## config.mk

```make
export PLATFORM = sky130hd
export DESIGN_NAME = modular_exponentiation
export DESIGN_NICKNAME = d
export VERILOG_FILES = /design/src/rtl/modexp_pkg.sv /design/src/rtl/modular_exponentiation.sv
export SDC_FILE = /design/constraint.sdc
export NUM_CORES = 1
export LEC_CHECK = 0
export BUFFER_PORTS_ARGS = -buffer_cell sky130_fd_sc_hd__buf_2
export CAP_MARGIN = 40
export CORE_MARGIN = 3
export CORE_UTILIZATION = 40
export DETAILED_ROUTE_END_ITERATION = 8
export PLACE_DENSITY = 0.55
export SLEW_MARGIN = 0
export SYNTH_ARGS = -nofsm -noshare
export SYNTH_HDL_FRONTEND = slang
export SYNTH_SLANG_ARGS = --single-unit
export TNS_END_PERCENT = 10
```

## constraint.sdc

```tcl
create_clock -name clk_i -period 7.63 [get_ports clk_i]
set_input_delay 0.763 -clock clk_i [delete_from_list [all_inputs] [get_ports clk_i]]
set_output_delay 0.763 -clock clk_i [all_outputs]
set_load 0.01 [all_outputs]
```

## src/rtl/modexp_pkg.sv

```systemverilog
// shared state codes, product target codes and constants for the modular exponentiation block
package modexp_pkg;

  typedef logic [1:0] state_t;
  typedef logic [1:0] target_t;

  localparam state_t S_IDLE = 2'd0;
  localparam state_t S_MUL  = 2'd1;
  localparam state_t S_BIT  = 2'd2;
  localparam state_t S_DONE = 2'd3;

  // where a finished modular product is written
  localparam target_t TGT_BASE = 2'd0;
  localparam target_t TGT_ACC  = 2'd1;
  localparam target_t TGT_SQR  = 2'd2;

  localparam int MOD_RESET = 23;
  localparam int MOD_REG_INDEX = 0;

endpackage

```

## src/rtl/modular_exponentiation.sv

```systemverilog
// modular exponentiation by right-to-left square and multiply over a shared modular step unit
//
// input beats on s_axis carry a base and an exponent; each gives one output beat on m_axis
// holding base ^ exponent mod modulus. the modulus is written over the apb port at address 0
// and resets to 23; a zero modulus gives 0, a modulus of one gives 0.
// one shift-and-add modular step unit (double, add, subtract 0, m or 2m) does all the work:
// the base is first reduced in OPERAND_WIDTH steps, then for every exponent bit up to the
// highest set one the accumulator is multiplied (set bits only) and the base squared.
// s_axis_tready_o is high only while the sequencer is idle, one item at a time.
// the result sits in an output register; the next item is taken while it waits, and a
// later result holds in the sequencer until m_axis_tready_i frees the register.
// reset clears the sequencer and the output valid and sets the modulus to 23.
module modular_exponentiation
  import modexp_pkg::*;
#(
  parameter int OPERAND_WIDTH = 32
) (
  input  logic                                   clk_i,
  input  logic                                   rst_ni,
  input  logic                                   s_axis_tvalid_i,
  output logic                                   s_axis_tready_o,
  // base_value, exponent
  input  logic [((2*OPERAND_WIDTH+7)/8)*8-1:0]   s_axis_tdata_i,
  output logic                                   m_axis_tvalid_o,
  input  logic                                   m_axis_tready_i,
  // power_result
  output logic [((OPERAND_WIDTH+7)/8)*8-1:0]     m_axis_tdata_o,
  input  logic                                   psel,
  input  logic                                   penable,
  input  logic                                   pwrite,
  input  logic [((OPERAND_WIDTH > 32) ? 4 : 3)-1:0] paddr,
  input  logic [((OPERAND_WIDTH > 32) ? 64 : 32)-1:0] pwdata,
  output logic [((OPERAND_WIDTH > 32) ? 64 : 32)-1:0] prdata,
  output logic                                   pready
);

  localparam int W      = OPERAND_WIDTH;
  localparam int OUT_W  = ((W + 7) / 8) * 8;
  localparam int DATA_W = (W > 32) ? 64 : 32;
  localparam int ADDR_W = (W > 32) ? 4 : 3;
  localparam int ADDR_LSB = (W > 32) ? 3 : 2;
  localparam int CNT_W  = $clog2(W);

  logic [W-1:0]     mod_q;
  state_t           state_q, state_d;
  target_t          tgt_q, tgt_d;
  logic [W-1:0]     b_q, b_d;
  logic [W-1:0]     e_q, e_d;
  logic [W-1:0]     acc_q, acc_d;
  logic [W-1:0]     pa_q, pa_d;
  logic [W-1:0]     pb_q, pb_d;
  logic [W-1:0]     p_q, p_d;
  logic [CNT_W-1:0] cnt_q, cnt_d;
  logic             out_valid_q, out_valid_d;
  logic [W-1:0]     out_q, out_d;

  logic             cfg_wr;
  logic             in_fire;
  logic [W-1:0]     in_base;
  logic [W-1:0]     in_exp;
  logic [W-1:0]     addend;
  logic [W+1:0]     sum;
  logic [W+1:0]     m1;
  logic [W+1:0]     m2;
  logic [W+1:0]     step_full;
  logic [W-1:0]     step_res;
  logic             last_step;

  // apb register
  assign pready = 1'b1;
  assign cfg_wr = psel && penable && pwrite &&
                  (paddr[ADDR_W-1:ADDR_LSB] == (ADDR_W-ADDR_LSB)'(MOD_REG_INDEX));
  assign prdata = (paddr[ADDR_W-1:ADDR_LSB] == (ADDR_W-ADDR_LSB)'(MOD_REG_INDEX)) ?
                  DATA_W'(mod_q) : '0;

  always_ff @(posedge clk_i or negedge rst_ni) begin
    if (!rst_ni) begin
      mod_q <= W'(MOD_RESET);
    end else if (cfg_wr) begin
      mod_q <= pwdata[W-1:0];
    end
  end

  // shared modular step: p <- (2p + bit*a) mod m, with 2p + a below 3m
  always_comb begin
    addend    = pb_q[W-1] ? pa_q : '0;
    sum       = {1'b0, p_q, 1'b0} + {2'b00, addend};
    m1        = {2'b00, mod_q};
    m2        = {1'b0, mod_q, 1'b0};
    if (sum >= m2) begin
      step_full = sum - m2;
    end else if (sum >= m1) begin
      step_full = sum - m1;
    end else begin
      step_full = sum;
    end
    step_res  = step_full[W-1:0];
  end

  assign last_step       = (cnt_q == CNT_W'(W - 1));
  assign s_axis_tready_o = (state_q == S_IDLE);
  assign in_fire         = s_axis_tvalid_i && s_axis_tready_o;
  assign in_base         = s_axis_tdata_i[W-1:0];
  assign in_exp          = s_axis_tdata_i[2*W-1:W];

  // sequencer
  always_comb begin
    state_d     = state_q;
    tgt_d       = tgt_q;
    b_d         = b_q;
    e_d         = e_q;
    acc_d       = acc_q;
    pa_d        = pa_q;
    pb_d        = pb_q;
    p_d         = p_q;
    cnt_d       = cnt_q;
    out_valid_d = out_valid_q;
    out_d       = out_q;

    if (out_valid_q && m_axis_tready_i) begin
      out_valid_d = 1'b0;
    end

    unique case (state_q)
      S_IDLE: begin
        if (in_fire) begin
          e_d = in_exp;
          if (mod_q == '0) begin
            acc_d   = '0;
            state_d = S_DONE;
          end else begin
            acc_d   = (mod_q == W'(1)) ? '0 : W'(1);
            pa_d    = W'(1);
            pb_d    = in_base;
            p_d     = '0;
            cnt_d   = '0;
            tgt_d   = TGT_BASE;
            state_d = S_MUL;
          end
        end
      end
      S_MUL: begin
        p_d   = step_res;
        pb_d  = {pb_q[W-2:0], 1'b0};
        cnt_d = cnt_q + CNT_W'(1);
        if (last_step) begin
          cnt_d = '0;
          unique case (tgt_q)
            TGT_BASE: begin
              b_d     = step_res;
              state_d = S_BIT;
            end
            TGT_ACC: begin
              acc_d   = step_res;
              pa_d    = b_q;
              pb_d    = b_q;
              p_d     = '0;
              tgt_d   = TGT_SQR;
            end
            default: begin
              b_d     = step_res;
              e_d     = {1'b0, e_q[W-1:1]};
              state_d = S_BIT;
            end
          endcase
        end
      end
      S_BIT: begin
        p_d   = '0;
        cnt_d = '0;
        pb_d  = b_q;
        if (e_q == '0) begin
          state_d = S_DONE;
        end else if (e_q[0]) begin
          pa_d    = acc_q;
          tgt_d   = TGT_ACC;
          state_d = S_MUL;
        end else begin
          pa_d    = b_q;
          tgt_d   = TGT_SQR;
          state_d = S_MUL;
        end
      end
      S_DONE: begin
        if (!out_valid_q || m_axis_tready_i) begin
          out_valid_d = 1'b1;
          out_d       = acc_q;
          state_d     = S_IDLE;
        end
      end
      default: begin
        state_d = S_IDLE;
      end
    endcase
  end

  always_ff @(posedge clk_i or negedge rst_ni) begin
    if (!rst_ni) begin
      state_q     <= S_IDLE;
      out_valid_q <= 1'b0;
      cnt_q       <= '0;
      tgt_q       <= TGT_BASE;
    end else begin
      state_q     <= state_d;
      out_valid_q <= out_valid_d;
      cnt_q       <= cnt_d;
      tgt_q       <= tgt_d;
    end
  end

  always_ff @(posedge clk_i) begin
    b_q   <= b_d;
    e_q   <= e_d;
    acc_q <= acc_d;
    pa_q  <= pa_d;
    pb_q  <= pb_d;
    p_q   <= p_d;
    out_q <= out_d;
  end

  assign m_axis_tvalid_o = out_valid_q;
  assign m_axis_tdata_o  = OUT_W'(out_q);

  // checks
  a_busy_after_accept: assert property (@(posedge clk_i) disable iff (!rst_ni)
    (s_axis_tvalid_i && s_axis_tready_o) |=> !s_axis_tready_o)
    else $error("input taken while the sequencer is busy");

  a_partial_reduced: assert property (@(posedge clk_i) disable iff (!rst_ni)
    (state_q == S_MUL) |-> (p_q < mod_q))
    else $error("partial product not reduced");

  a_base_reduced: assert property (@(posedge clk_i) disable iff (!rst_ni)
    (state_q == S_BIT) |-> (b_q < mod_q) && (acc_q < mod_q))
    else $error("base or accumulator not reduced");

  a_result_in_range: assert property (@(posedge clk_i) disable iff (!rst_ni)
    (m_axis_tvalid_o && (mod_q != '0)) |-> (out_q < mod_q))
    else $error("result beat out of range");

endmodule

```

Yosys cells after proc, flatten, opt, wreduce, memory -nomap -nowiden. Cells that the tools add are included.

Add/sub/neg operators: 4. Order comparisons: 2. Equal/unequal tests: 14. Muxes and demuxes: 52. Bitwise logic cells: 2. Reductions and logical operators: 21.

Operators by type and width (number): two-way mux 32 bit (24); one-hot mux 32 bit (3 select lines) (3); one-hot mux 32 bit (2 select lines) (2); zero test 32 bit (2); subtractor 32 bit (2); adder 33 x 32 -> 34 bit (1); greater-or-equal comparator 34 x 32 -> 1 bit (1); greater-or-equal comparator 34 x 33 -> 1 bit (1); equality test 32 x 1 -> 1 bit, second input constant (1); two-way mux 2 bit (12); two-way mux 5 bit (3); one-hot mux 5 bit (3 select lines) (1); != test 2 bit, second input constant (7); AND reduction 4 bit (3); one-hot mux 2 bit (4 select lines) (1); one-hot mux 2 bit (3 select lines) (1); AND reduction 3 bit (2); AND reduction 6 bit (1); adder 5 x 1 -> 5 bit, second input constant (1); equality test 5 bit, second input constant (1); logical AND 1 bit (5); two-way mux 1 bit (5); equality test 2 x 1 -> 1 bit, second input constant (2); equality test 2 bit, second input constant (2); other kinds (9) (11).

Flip-flop bits (word level): 266. Output and inout bits: 67. Logic and storage cells: 107.

Depth between registers and ports, before layout. Gate-level depths: netlist (run 1).

Depth after elaboration: 8. Depth in mapped cells: 24. Depth with buffers taken out: 20.

Worst setup path before layout (run 1). No wires, ideal clock.

Path type: flip-flop to flip-flop. Start: reg pb_q[31]. End: reg p_q[16] (data pin). Arrival time: 4698 ps. Required time: 7355 ps. Path slack: 2657 ps. Stages on the path, launching flop included: 24. Path buffers: 4. Cell sequence: edfxtp_1 clkbuf_1 and2_1 fa_1 a211oi_2 o21bai_1 a211oi_2 o31a_1 a21oi_1 o211ai_1 inv_1 ha_1 clkbuf_1 a21o_1 a21o_1 a21oi_1 o21ai_0 a31oi_1 o211ai_2 or3_1 buf_4 buf_6 mux2i_1 a211oi_1.

Cells in the longest elaborated chain, start to end: 8. Elaborated cells between the ends (all ways): 11.

RTL lines: from (decl) (line modular_exponentiation.sv:51) `logic [W-1:0] pb_q, pb_d;`; from (signal assigned) (line modular_exponentiation.sv:216) `pb_q <= pb_d;`; two-way mux 32 bit (*) (line modular_exponentiation.sv:86) `addend = pb_q[W-1] ? pa_q : '0;`; adder 33 x 32 -> 34 bit (*) (line modular_exponentiation.sv:87) `sum = {1'b0, p_q, 1'b0} + {2'b00, addend};`; subtractor 32 bit / greater-or-equal comparator 34 x 32 -> 1 bit (equally long branches) (line modular_exponentiation.sv:93, modular_exponentiation.sv:92); two-way mux 32 bit (line modular_exponentiation.sv:92) `end else if (sum >= m1) begin`; two-way mux 32 bit (*) (line modular_exponentiation.sv:90) `if (sum >= m2) begin`; two-way mux 32 bit (line modular_exponentiation.sv:148) `unique case (tgt_q)`; two-way mux 32 bit (*) (line modular_exponentiation.sv:146) `if (last_step) begin`; one-hot mux 32 bit (3 select lines) (*) (line modular_exponentiation.sv:124) `unique case (state_q)`; to (signal assigned) (line modular_exponentiation.sv:217) `p_q <= p_d;`; to (decl) (line modular_exponentiation.sv:52) `logic [W-1:0] p_q, p_d;`.

Mark *: on every way between the ends. The rest lies on a longest branch, timed or not. A chain may end at the register's enable or synchronous reset.

Worst setup path in the final report (run 1).
Start: reg pb_q[31]. End: reg b_q[15] (data pin).

Cells in the longest elaborated chain, start to end: 5. Elaborated cells between the ends (all ways): 8.

RTL lines: two-way mux 32 bit (*) (line modular_exponentiation.sv:86); adder 33 x 32 -> 34 bit (*) (line modular_exponentiation.sv:87); subtractor 32 bit / greater-or-equal comparator 34 x 32 -> 1 bit (equally long branches) (line modular_exponentiation.sv:93, modular_exponentiation.sv:92); two-way mux 32 bit (line modular_exponentiation.sv:92); two-way mux 32 bit (*) (line modular_exponentiation.sv:90); net step_full[15] (line modular_exponentiation.sv:65) `logic [W+1:0] step_full;`; to (signal assigned) (line modular_exponentiation.sv:212) `b_q <= b_d;`; to (decl) (line modular_exponentiation.sv:47) `logic [W-1:0] b_q, b_d;`.

The timed path passes the listed nets; every way through them passes the cells marked *.

==> results of run 1 <==
## worst max path at each step
| stage | from | endpoint | slack (ns) |
|---|---|---|---|
| 2_1_floorplan | pb_q[31]$_DFFE_PP_ | p_q[16]$_SDFFCE_PN0P_ | 2.66 |
| 3_3_place_gp | pb_q[31]$_DFFE_PP_ | acc_q[31]$_SDFFCE_PN0P_ | 0.96 |
| 3_5_place_dp | pb_q[31]$_DFFE_PP_ | acc_q[11]$_SDFFCE_PN0P_ | 1.05 |
| 4_1_cts | pb_q[31]$_DFFE_PP_ | b_q[20]$_DFFE_PP_ | 1.03 |
| 5_1_grt | pb_q[31]$_DFFE_PP_ | acc_q[12]$_SDFFCE_PN0P_ | 0.57 |
| 6_report | pb_q[31]$_DFFE_PP_ | b_q[15]$_DFFE_PP_ | 0.92 |
## stage by stage
step	util, %	hold slack (ns)
3_5_place_dp	44.4	0.449
2_1_floorplan	-	0.420
6_report	46.7	0.0827
3_3_place_gp	44.1	0.443
5_1_grt	46.7	0.0807
4_1_cts	46.7	0.0677
## layer usage
| layer | global-route usage, % | up-vias | wire length, um |
|---|---|---|---|
| li1 | - | 6395 | - |
| met1 | 35.0 | 6484 | 25300 |
| met2 | 30.0 | 441 | 19700 |
| met3 | 3.03 | 46 | 3410 |
| met4 | 4.67 | 0 | 880 |
| met5 | 0 | - | 0 |
## state kept, by name, indices dropped and copies added (netlist names)
register         count
m_axis_tvalid_o      1
cnt_q                5
m_axis_tdata_o      32
b_q                 32
acc_q               32
p_q                 32
state_q              2
e_q                 32
tgt_q                2
pb_q                32
pa_q                32
mod_q               32
## cells by family after synthesis
kind of cell / count (synthesis) / share of synthesized area (%)
flip-flops: 266 / 46.2
buffers and inverters: 141 / 3.45
XOR/XNOR: 74 / 3.85
other: 1 / 0.0223
AND/OR/NAND/NOR: 445 / 12.6
adder cells (fa/ha/maj): 104 / 7.86
multiplexers: 96 / 6.19
AO/OA/AOI/OAI: 489 / 19.8
## layout by cell type, fill, tap and decap left out, types with 6 or more instances in the layout
cell / netlist / routed
edfxtp_1: 224 / 224
buf_2: 6 / 169
nor2_1: 159 / 157
a21oi_1: 135 / 133
ha_1: 101 / 99
nand2_1: 86 / 86
mux2_2: 65 / 65
inv_1: 62 / 61
a211oi_1: 59 / 59
o21ai_0: 52 / 52
xnor2_1: 47 / 47
nand3_1: 42 / 42
dfrtp_1: 38 / 38
and2_1: 37 / 37
a21o_1: 36 / 36
a22o_1: 32 / 32
a22oi_1: 31 / 31
mux2i_1: 30 / 30
clkbuf_16: 0 / 29
xor2_1: 27 / 27
nor3_1: 27 / 26
o21a_1: 23 / 23
nor4_1: 20 / 20
nand4_1: 17 / 17
o21ai_1: 17 / 17
o211ai_1: 15 / 15
buf_4: 2 / 15
o21bai_1: 14 / 14
nor2b_1: 13 / 13
and3_1: 12 / 12
a31oi_1: 11 / 11
nand2b_1: 10 / 10
a211oi_2: 7 / 7
o31ai_1: 6 / 6
clkbuf_1: 64 / 6
## final cells by class
type	count	area, um2	share of cell area (%)
clock buffer	35	748	3.89
multi-input combinational	1209	8530	44.3
timing repair buffer	189	1070	5.58
inverter	62	233	1.21
tap	532	666	3.46
clock inverter	17	211	1.10
sequential	266	7780	40.4
==> flow_summary.json, run 1 <==
{
  "status": "finished clean",
  "postCtsSetupBuffers": 0,
  "antenna_found_initial": 0,
  "port-buffer-count": 169,
  "r2r_slack_ns": 0.92,
  "yosysMostFrequentCell": "edfxtp_1",
  "gp_congestion": 0.920,
  "grt_overflow_total": 0,
  "dpl.cell_count": 2258,
  "cp.required_ns": 7.91,
  "yosysSeqAreaShare_pct": 46.2,
  "via_per_inst": 5.79,
  "synthTopCellsByCount": "224 x edfxtp_1, 159 x nor2_1, 135 x a21oi_1",
  "drc": 0,
  "yosys.area.top_type": "edfxtp_1",
  "fin_crit_ns": 6.71,
  "hold_viol_final": 0,
  "synth_ff_type": "edfxtp_1",
  "crit_path_top_delay_cell": "edfxtp_1",
  "critPathKind": "reg2reg",
  "path_cells": "and2_1 -> ha_1 -> fa_1 -> a211oi_2 -> o21bai_1 -> a211oi_2 -> o31a_1 -> a21oi_1 -> o211ai_1 -> inv_1 -> ha_1 -> a21o_1 -> a21o_1 -> a21oi_1 -> o21ai_0 -> a31oi_1 -> o211ai_2 -> or3_2 -> buf_12 -> mux2i_1 -> a21oi_1",
  "drt_wl_total_mm": 49.2,
  "slew_violations": 0,
  "synth_seq_cells": 266,
  "synthTopCellsByArea": "edfxtp_1 40%, ha_1 7.5%, dfrtp_1 5.6%, mux2_2 4.3%, a21oi_1 4.0%",
  "yosys_warnings": 0,
  "hold_buffers": 0,
  "cts_buffers": 29,
  "initial_core_util_pct": 40.9,
  "crit_top_cell": "a21oi_1",
  "rows": 74,
  "critical_path_arrival_ns": 6.99,
  "n_fill_cell": 3915,
  "cts_sinks": 266,
  "finalClockSkew_ns": 0.0200,
  "slowest_delay_ns": 0.76,
  "syn_area_mm2": 0.0168,
  "clock.fmax_ghz": 0.149,
  "cts.clk_slew.worst_paths_ns": 0.06,
  "place_ws_ns": 1.05,
  "fp.dieH_um": 211,
  "vias": 13400,
  "r2r-start": "pb_q[31]$_DFFE_PP_",
  "crit_family": "compound AO/OA/AOI/OAI gates",
  "synth_top_cell_area_share_pct": 39.9,
  "drive_gt1_share_pct": 18.8,
  "antennaDiodeCount": 0,
  "finalCritPeriodShare_pct": 87.9,
  "r2r_end": "b_q[15]$_DFFE_PP_",
  "grt_pass1_vias": 12800,
  "dp_hpwl_mm": 37.4,
  "ctsRootBufferMaster": "clkbuf_16",
  "drt-initial-drc-count": 1010,
  "setup_viol": 0,
  "cts_buffer_depth": 3,
  "worstPathMaxFanout": 26,
  "grt_max_degree": 97,
  "htree_levels": 1,
  "fin_nets": 1967,
  "cts_tree": "built",
  "ioPinCount": 173,
  "finalNonFillerCells": 2310,
  "die_area_mm2": 0.0446,
  "wl_per_cell_um": 21.3,
  "syn2layout_area_growth_pct": 14.2,
  "tightest_slew_ns": 0.896,
  "critical_path_buf_inv_count": 2,
  "worstSetupEndpointType": "flip-flop",
  "antenna_left": 0,
  "core_mm2": 0.0412,
  "tns_ns": 0,
  "synth_enable_flop_cells": 224,
  "drv_cap": 0,
  "async_flop_share_pct": 15.8,
  "firstDrtPassIters": 5,
  "finalInstanceArea_mm2": 0.0192,
  "critical_path.startpoint_type": "flip-flop",
  "dpl_cell_area_mm2": 0.0183,
  "grt_pass1_wl_mm": 75.2,
  "maxSlewHeadroom_pct": 40.3,
  "yosysUniqueCellTypes": 83,
  "clkLatencyLatePin_ns": 0.56,
  "critical_path_depth": 21,
  "synth_nets": 1826,
  "rr_worst_depth": 21,
  "fin_ws_ns": 0.921,
  "synthCells": 1616,
  "hp-class": "in2async",
  "track_usage_pct": 21.5,
  "syn_avg_cell_area_um2": 10.4,
  "cts_resized": 0,
  "die_w_um": 211,
  "rsz0062_at_grt": "no"
}
Power of run 1 is not shown: default switching activity piles up to over one toggle a cycle in this logic, so the estimate is an artifact.
==> inputs of run 2 (changes only) <==
CTS_BUF_LIST = sky130_fd_sc_hd__clkbuf_4 sky130_fd_sc_hd__clkbuf_8   (was unset)
==> flow_summary.json, run 2 (synthesized netlist as in run 1, its figures left out) <==
{
  "tns_ns": 0,
  "htree_levels": 2,
  "hold_viol_final": 0,
  "setup_viol": 0,
  "drt_wl_total_mm": 49.4,
  "multi_input_area_mm2": 0.00853,
  "n_fill_cell": 3931,
  "cts_resized": 0,
  "cts.clk_slew.worst_paths_ns": 0.06,
  "core_mm2": 0.0412,
  "finalClockSkew_ns": 0.0528,
  "rr_worst_depth": 21,
  "cts_tree": "built",
  "critical_path.startpoint_type": "flip-flop",
  "fin_util_pct": 46.9,
  "hold_end": "mod_q[13]$_DFFE_PN0P_",
  "grt_pass1_vias": 12900,
  "hp-class": "in2reg",
  "drive_gt1_share_pct": 20.7,
  "status": "finished clean",
  "rsz0062_at_grt": "no",
  "cp.required_ns": 8.00,
  "vias": 13500,
  "initial_core_util_pct": 40.9,
  "worstPathMaxFanout": 26,
  "layout_commonest_cell": "edfxtp_1",
  "r2r_slack_ns": 0.95,
  "clock.fmax_ghz": 0.150,
  "dp_hpwl_mm": 37.4,
  "finalCritPeriodShare_pct": 87.6,
  "drc": 0,
  "firstDrtPassIters": 5,
  "ioPinCount": 173,
  "die_area_mm2": 0.0446,
  "rows": 74,
  "timing.hold.ws_ns": 0.348,
  "critPathKind": "reg2reg",
  "wl_per_cell_um": 21.1,
  "hp-start": "pwdata[13]",
  "antennaDiodeCount": 0,
  "fin_nets": 1987,
  "fp.dieH_um": 211,
  "drv_cap": 0,
  "postCtsSetupBuffers": 0,
  "gp_congestion": 0.920,
  "cts_buffers": 48,
  "hold_buffers": 1,
  "r2r-start": "pb_q[31]$_DFFE_PP_",
  "grt_pass1_wl_mm": 75.6,
  "cts_buffer_depth": 3,
  "final_cell_mix": "224 x edfxtp_1, 169 x buf_2, 157 x nor2_1, 133 x a21oi_1, 99 x ha_1",
  "worstSetupEndpointType": "flip-flop",
  "die_w_um": 211,
  "r2r_end": "acc_q[15]$_SDFFCE_PN0P_",
  "critical_path_arrival_ns": 7.05,
  "grt_overflow_total": 0,
  "fin_crit_ns": 6.68,
  "slew_violations": 0,
  "holdPathStages": 2,
  "antenna_found_initial": 0,
  "clkLatencyLatePin_ns": 0.65,
  "grt_max_degree": 97,
  "syn2layout_area_growth_pct": 14.8,
  "via_per_inst": 5.73,
  "antenna_left": 0,
  "cts_sinks": 266,
  "seqCellArea_mm2": 0.00778,
  "maxSlewHeadroom_pct": 40.8,
  "port-buffer-count": 169,
  "drt-initial-drc-count": 994,
  "ctsRootBufferMaster": "clkbuf_8",
  "tightest_slew_ns": 0.888,
  "track_usage_pct": 21.8
}
==> run 2: worst max path at each step <==
| stage | start | endpoint | slack [ns] | cells past startpoint |
|---|---|---|---|---|
| final | pb_q[31]$_DFFE_PP_ | acc_q[15]$_SDFFCE_PN0P_ | 0.95 | 21 |
| after global routing | pb_q[31]$_DFFE_PP_ | acc_q[12]$_SDFFCE_PN0P_ | 0.60 | 21 |
| after floorplan | pb_q[31]$_DFFE_PP_ | p_q[16]$_SDFFCE_PN0P_ | 2.66 | 23 |
| after detailed placement | pb_q[31]$_DFFE_PP_ | acc_q[11]$_SDFFCE_PN0P_ | 1.05 | 21 |
| after CTS | pb_q[31]$_DFFE_PP_ | b_q[11]$_DFFE_PP_ | 1.05 | 21 |
| after global placement | pb_q[31]$_DFFE_PP_ | acc_q[31]$_SDFFCE_PN0P_ | 0.96 | 20 |
==> run 2: worst max-delay path, stage by stage, from the launching register on <==
cell	delay [ns]
edfxtp_1	0.75
and2_1	0.31
ha_1	0.22
fa_1	0.44
a211oi_2	0.22
o21bai_1	0.14
a211oi_2	0.43
o31a_1	0.32
a21oi_1	0.11
o211ai_1	0.37
inv_1	0.13
ha_1	0.40
a21o_1	0.22
a21o_1	0.17
a21oi_1	0.21
o21ai_0	0.13
a31oi_1	0.24
o211ai_2	0.18
or3_2	0.60
buf_12	0.24
mux2i_1	0.40
a211oi_1	0.15
==> run 2: per-stage QoR <==
| step | instances | setup slack (ns) | instance area [um2] |
|---|---|---|---|
| after detailed placement | 2258 | 1.05 | 18300 |
| after floorplan | 1616 | 2.66 | 16800 |
| after global placement | 2253 | 0.956 | 18200 |
| after global routing | 2348 | 0.602 | 19300 |
| after CTS | 2348 | 1.05 | 19300 |
| final | 2348 | 0.949 | 19300 |
==> run 2: layout make-up <==
class	instances	share of cell area, %
timing repair buffer	190	5.60
multi-input combinational	1209	44.1
clock inverter	21	1.07
clock buffer	68	4.32
inverter	62	1.20
sequential	266	40.2
tap	532	3.44
==> run 2: metal layers <==
layer	vias up	GRT usage (%)	part of all wire (%)
met5	-	0	0
met4	0	5.73	2.2
met3	61	4.05	6.6
met2	471	29.9	40
met1	6476	34.9	52
li1	6444	-	-
Power of run 2 is left out for the same reason.
==> inputs of run 3 (changes only) <==
ABC_AREA = 1   (was unset)
CORE_MARGIN = unset   (was 3)
==> flow_summary.json, run 3 <==
{
  "clock.fmax_ghz": 0.157,
  "multi_input_area_mm2": 0.00858,
  "critical_path_buf_inv_count": 2,
  "grt_overflow_total": 0,
  "rows": 77,
  "yosysUniqueCellTypes": 52,
  "via_per_inst": 5.09,
  "grt_max_degree": 65,
  "maxSlewHeadroom_pct": 44.6,
  "postCtsSetupBuffers": 0,
  "crit_path_top_delay_cell": "edfxtp_1",
  "yosysSeqAreaShare_pct": 43.2,
  "crit_family": "simple AND/OR/NAND/NOR gates",
  "finalClockSkew_ns": 0.0443,
  "drive_gt1_share_pct": 12.3,
  "synth_nets": 2494,
  "ctsRootBufferMaster": "clkbuf_8",
  "drt-initial-drc-count": 955,
  "critPathKind": "reg2reg",
  "die_w_um": 214,
  "slew_violations": 0,
  "dp_hpwl_mm": 45.7,
  "port-buffer-count": 169,
  "wl_per_cell_um": 18.7,
  "antenna_left": 0,
  "gp_congestion": 0.909,
  "htree_levels": 2,
  "yosys.area.top_type": "edfxtp_1",
  "syn2layout_area_growth_pct": 13.4,
  "die_area_mm2": 0.0459,
  "cts_buffers": 46,
  "critical_path_depth": 26,
  "async_flop_share_pct": 15.8,
  "cts_resized": 0,
  "n_fill_cell": 4556,
  "r2r-start": "pb_q[31]$_DFFE_PP_",
  "cp.required_ns": 8.08,
  "antennaDiodeCount": 0,
  "clkLatencyLatePin_ns": 0.64,
  "drv_cap": 0,
  "endpoint": "p_q[16]$_SDFFCE_PN0P_",
  "synthTopCellsByCount": "556 x nand2_1, 362 x inv_1, 243 x nor2_1",
  "worstSetupEndpointType": "flip-flop",
  "r2r_slack_ns": 1.26,
  "syn_area_mm2": 0.0180,
  "synth_top_cell_area_share_pct": 37.3,
  "setup_viol": 0,
  "worstPathMaxFanout": 31,
  "critical_path.startpoint_type": "flip-flop",
  "hold_buffers": 1,
  "vias": 15600,
  "track_usage_pct": 25.0,
  "cts.clk_slew.worst_paths_ns": 0.08,
  "fp.dieH_um": 214,
  "final_cell_mix": "556 x nand2_1, 360 x inv_1, 242 x nor2_1, 224 x edfxtp_1, 169 x buf_2",
  "hold_viol_final": 0,
  "antenna_found_initial": 0,
  "rr_worst_depth": 26,
  "status": "finished clean",
  "core_mm2": 0.0443,
  "drt_wl_total_mm": 57.4,
  "yosys_warnings": 0,
  "hp-class": "in2reg",
  "tightest_slew_ns": 0.824,
  "r2r_end": "p_q[16]$_SDFFCE_PN0P_",
  "ioPinCount": 173,
  "rsz0062_at_grt": "no",
  "cts_buffer_depth": 3,
  "tns_ns": 0,
  "synthTopCellsByArea": "edfxtp_1 37%, nand2_1 12%, inv_1 7.5%, ha_1 7.0%, dfrtp_1 5.3%",
  "layout_commonest_cell": "nand2_1",
  "crit_top_cell": "nand2_1",
  "synth_ff_type": "edfxtp_1",
  "critical_path_arrival_ns": 6.82,
  "synthCells": 2284,
  "cts_sinks": 266,
  "cts_tree": "built",
  "slowest_delay_ns": 0.72,
  "drc": 0,
  "yosysMostFrequentCell": "nand2_1",
  "synth_enable_flop_cells": 224,
  "firstDrtPassIters": 5,
  "startpoint": "pb_q[31]$_DFFE_PP_",
  "seqCellArea_mm2": 0.00778,
  "grt_pass1_vias": 15400,
  "synth_seq_cells": 266,
  "grt_pass1_wl_mm": 88.4,
  "syn_avg_cell_area_um2": 7.89,
  "initial_core_util_pct": 40.6,
  "fin_nets": 2665,
  "fin_crit_ns": 6.37,
  "timing.hold.ws_ns": 0.375,
  "finalCritPeriodShare_pct": 83.5
}
-- run 3: worst min-delay path, stage by stage --
cell     delay (ns)
buf_2          0.08
nor2_1         0.03
a21oi_1        0.10
-- run 3: per-layer routing --
layer | vias to the layer above | global-route usage (%) | routed length, um
met4 | 0 | 4.88 | 863
met1 | 7363 | 33.9 | 26600
met2 | 350 | 42.4 | 27400
met3 | 56 | 3.72 | 2450
li1 | 7867 | - | -
met5 | - | 0 | 0
-- run 3: how the worst min path moves through the flow --
stage | startpoint | end | slack [ns] | depth (start not counted)
after floorplan | acc_q[10]$_SDFFCE_PN0P_ | m_axis_tdata_o[10]$_DFFE_PP_ | 0.43 | 0
after global placement | acc_q[21]$_SDFFCE_PN0P_ | m_axis_tdata_o[21]$_DFFE_PP_ | 0.43 | 0
after detailed placement | acc_q[4]$_SDFFCE_PN0P_ | m_axis_tdata_o[4]$_DFFE_PP_ | 0.43 | 0
after CTS | pwdata[23] | mod_q[23]$_DFFE_PN0P_ | 0.32 | 3
after global routing | pwdata[1] | mod_q[1]$_DFFE_PN1P_ | 0.37 | 3
final | pwdata[23] | mod_q[23]$_DFFE_PN0P_ | 0.37 | 3
-- run 3: metrics by stage --
step | worst slack (ns) | instance area [um2] | utilization, % | instances
5_1_grt | 0.742 | 20400 | 46.1 | 3073
3_3_place_gp | 1.41 | 19400 | 43.9 | 2995
6_report | 1.26 | 20400 | 46.1 | 3073
4_1_cts | 1.31 | 20400 | 46.1 | 3073
3_5_place_dp | 1.35 | 19500 | 44.0 | 2998
2_1_floorplan | 3.66 | 18000 | - | 2284
-- run 3: kinds of logic after synthesis --
group / Yosys count / share of synthesized area, %
and+or+nand+nor: 1049 / 24.6
buffers and inverters: 430 / 9.46
AOI/OAI and AO/OA: 366 / 12.0
DFF: 266 / 43.2
adders and majority gates: 104 / 7.35
xor gates and xnor gates: 68 / 3.31
other: 1 / 0.0208
-- run 3: layout make-up --
class	instances	area share, %
multi-input cells	1588	42.0
flip-flops and latches	266	38.1
inverters	363	6.67
repair buffers	190	5.18
clock buffers	62	3.75
well taps	592	3.63
clock inverters	12	0.674
Power of run 3 is left out for the same reason.
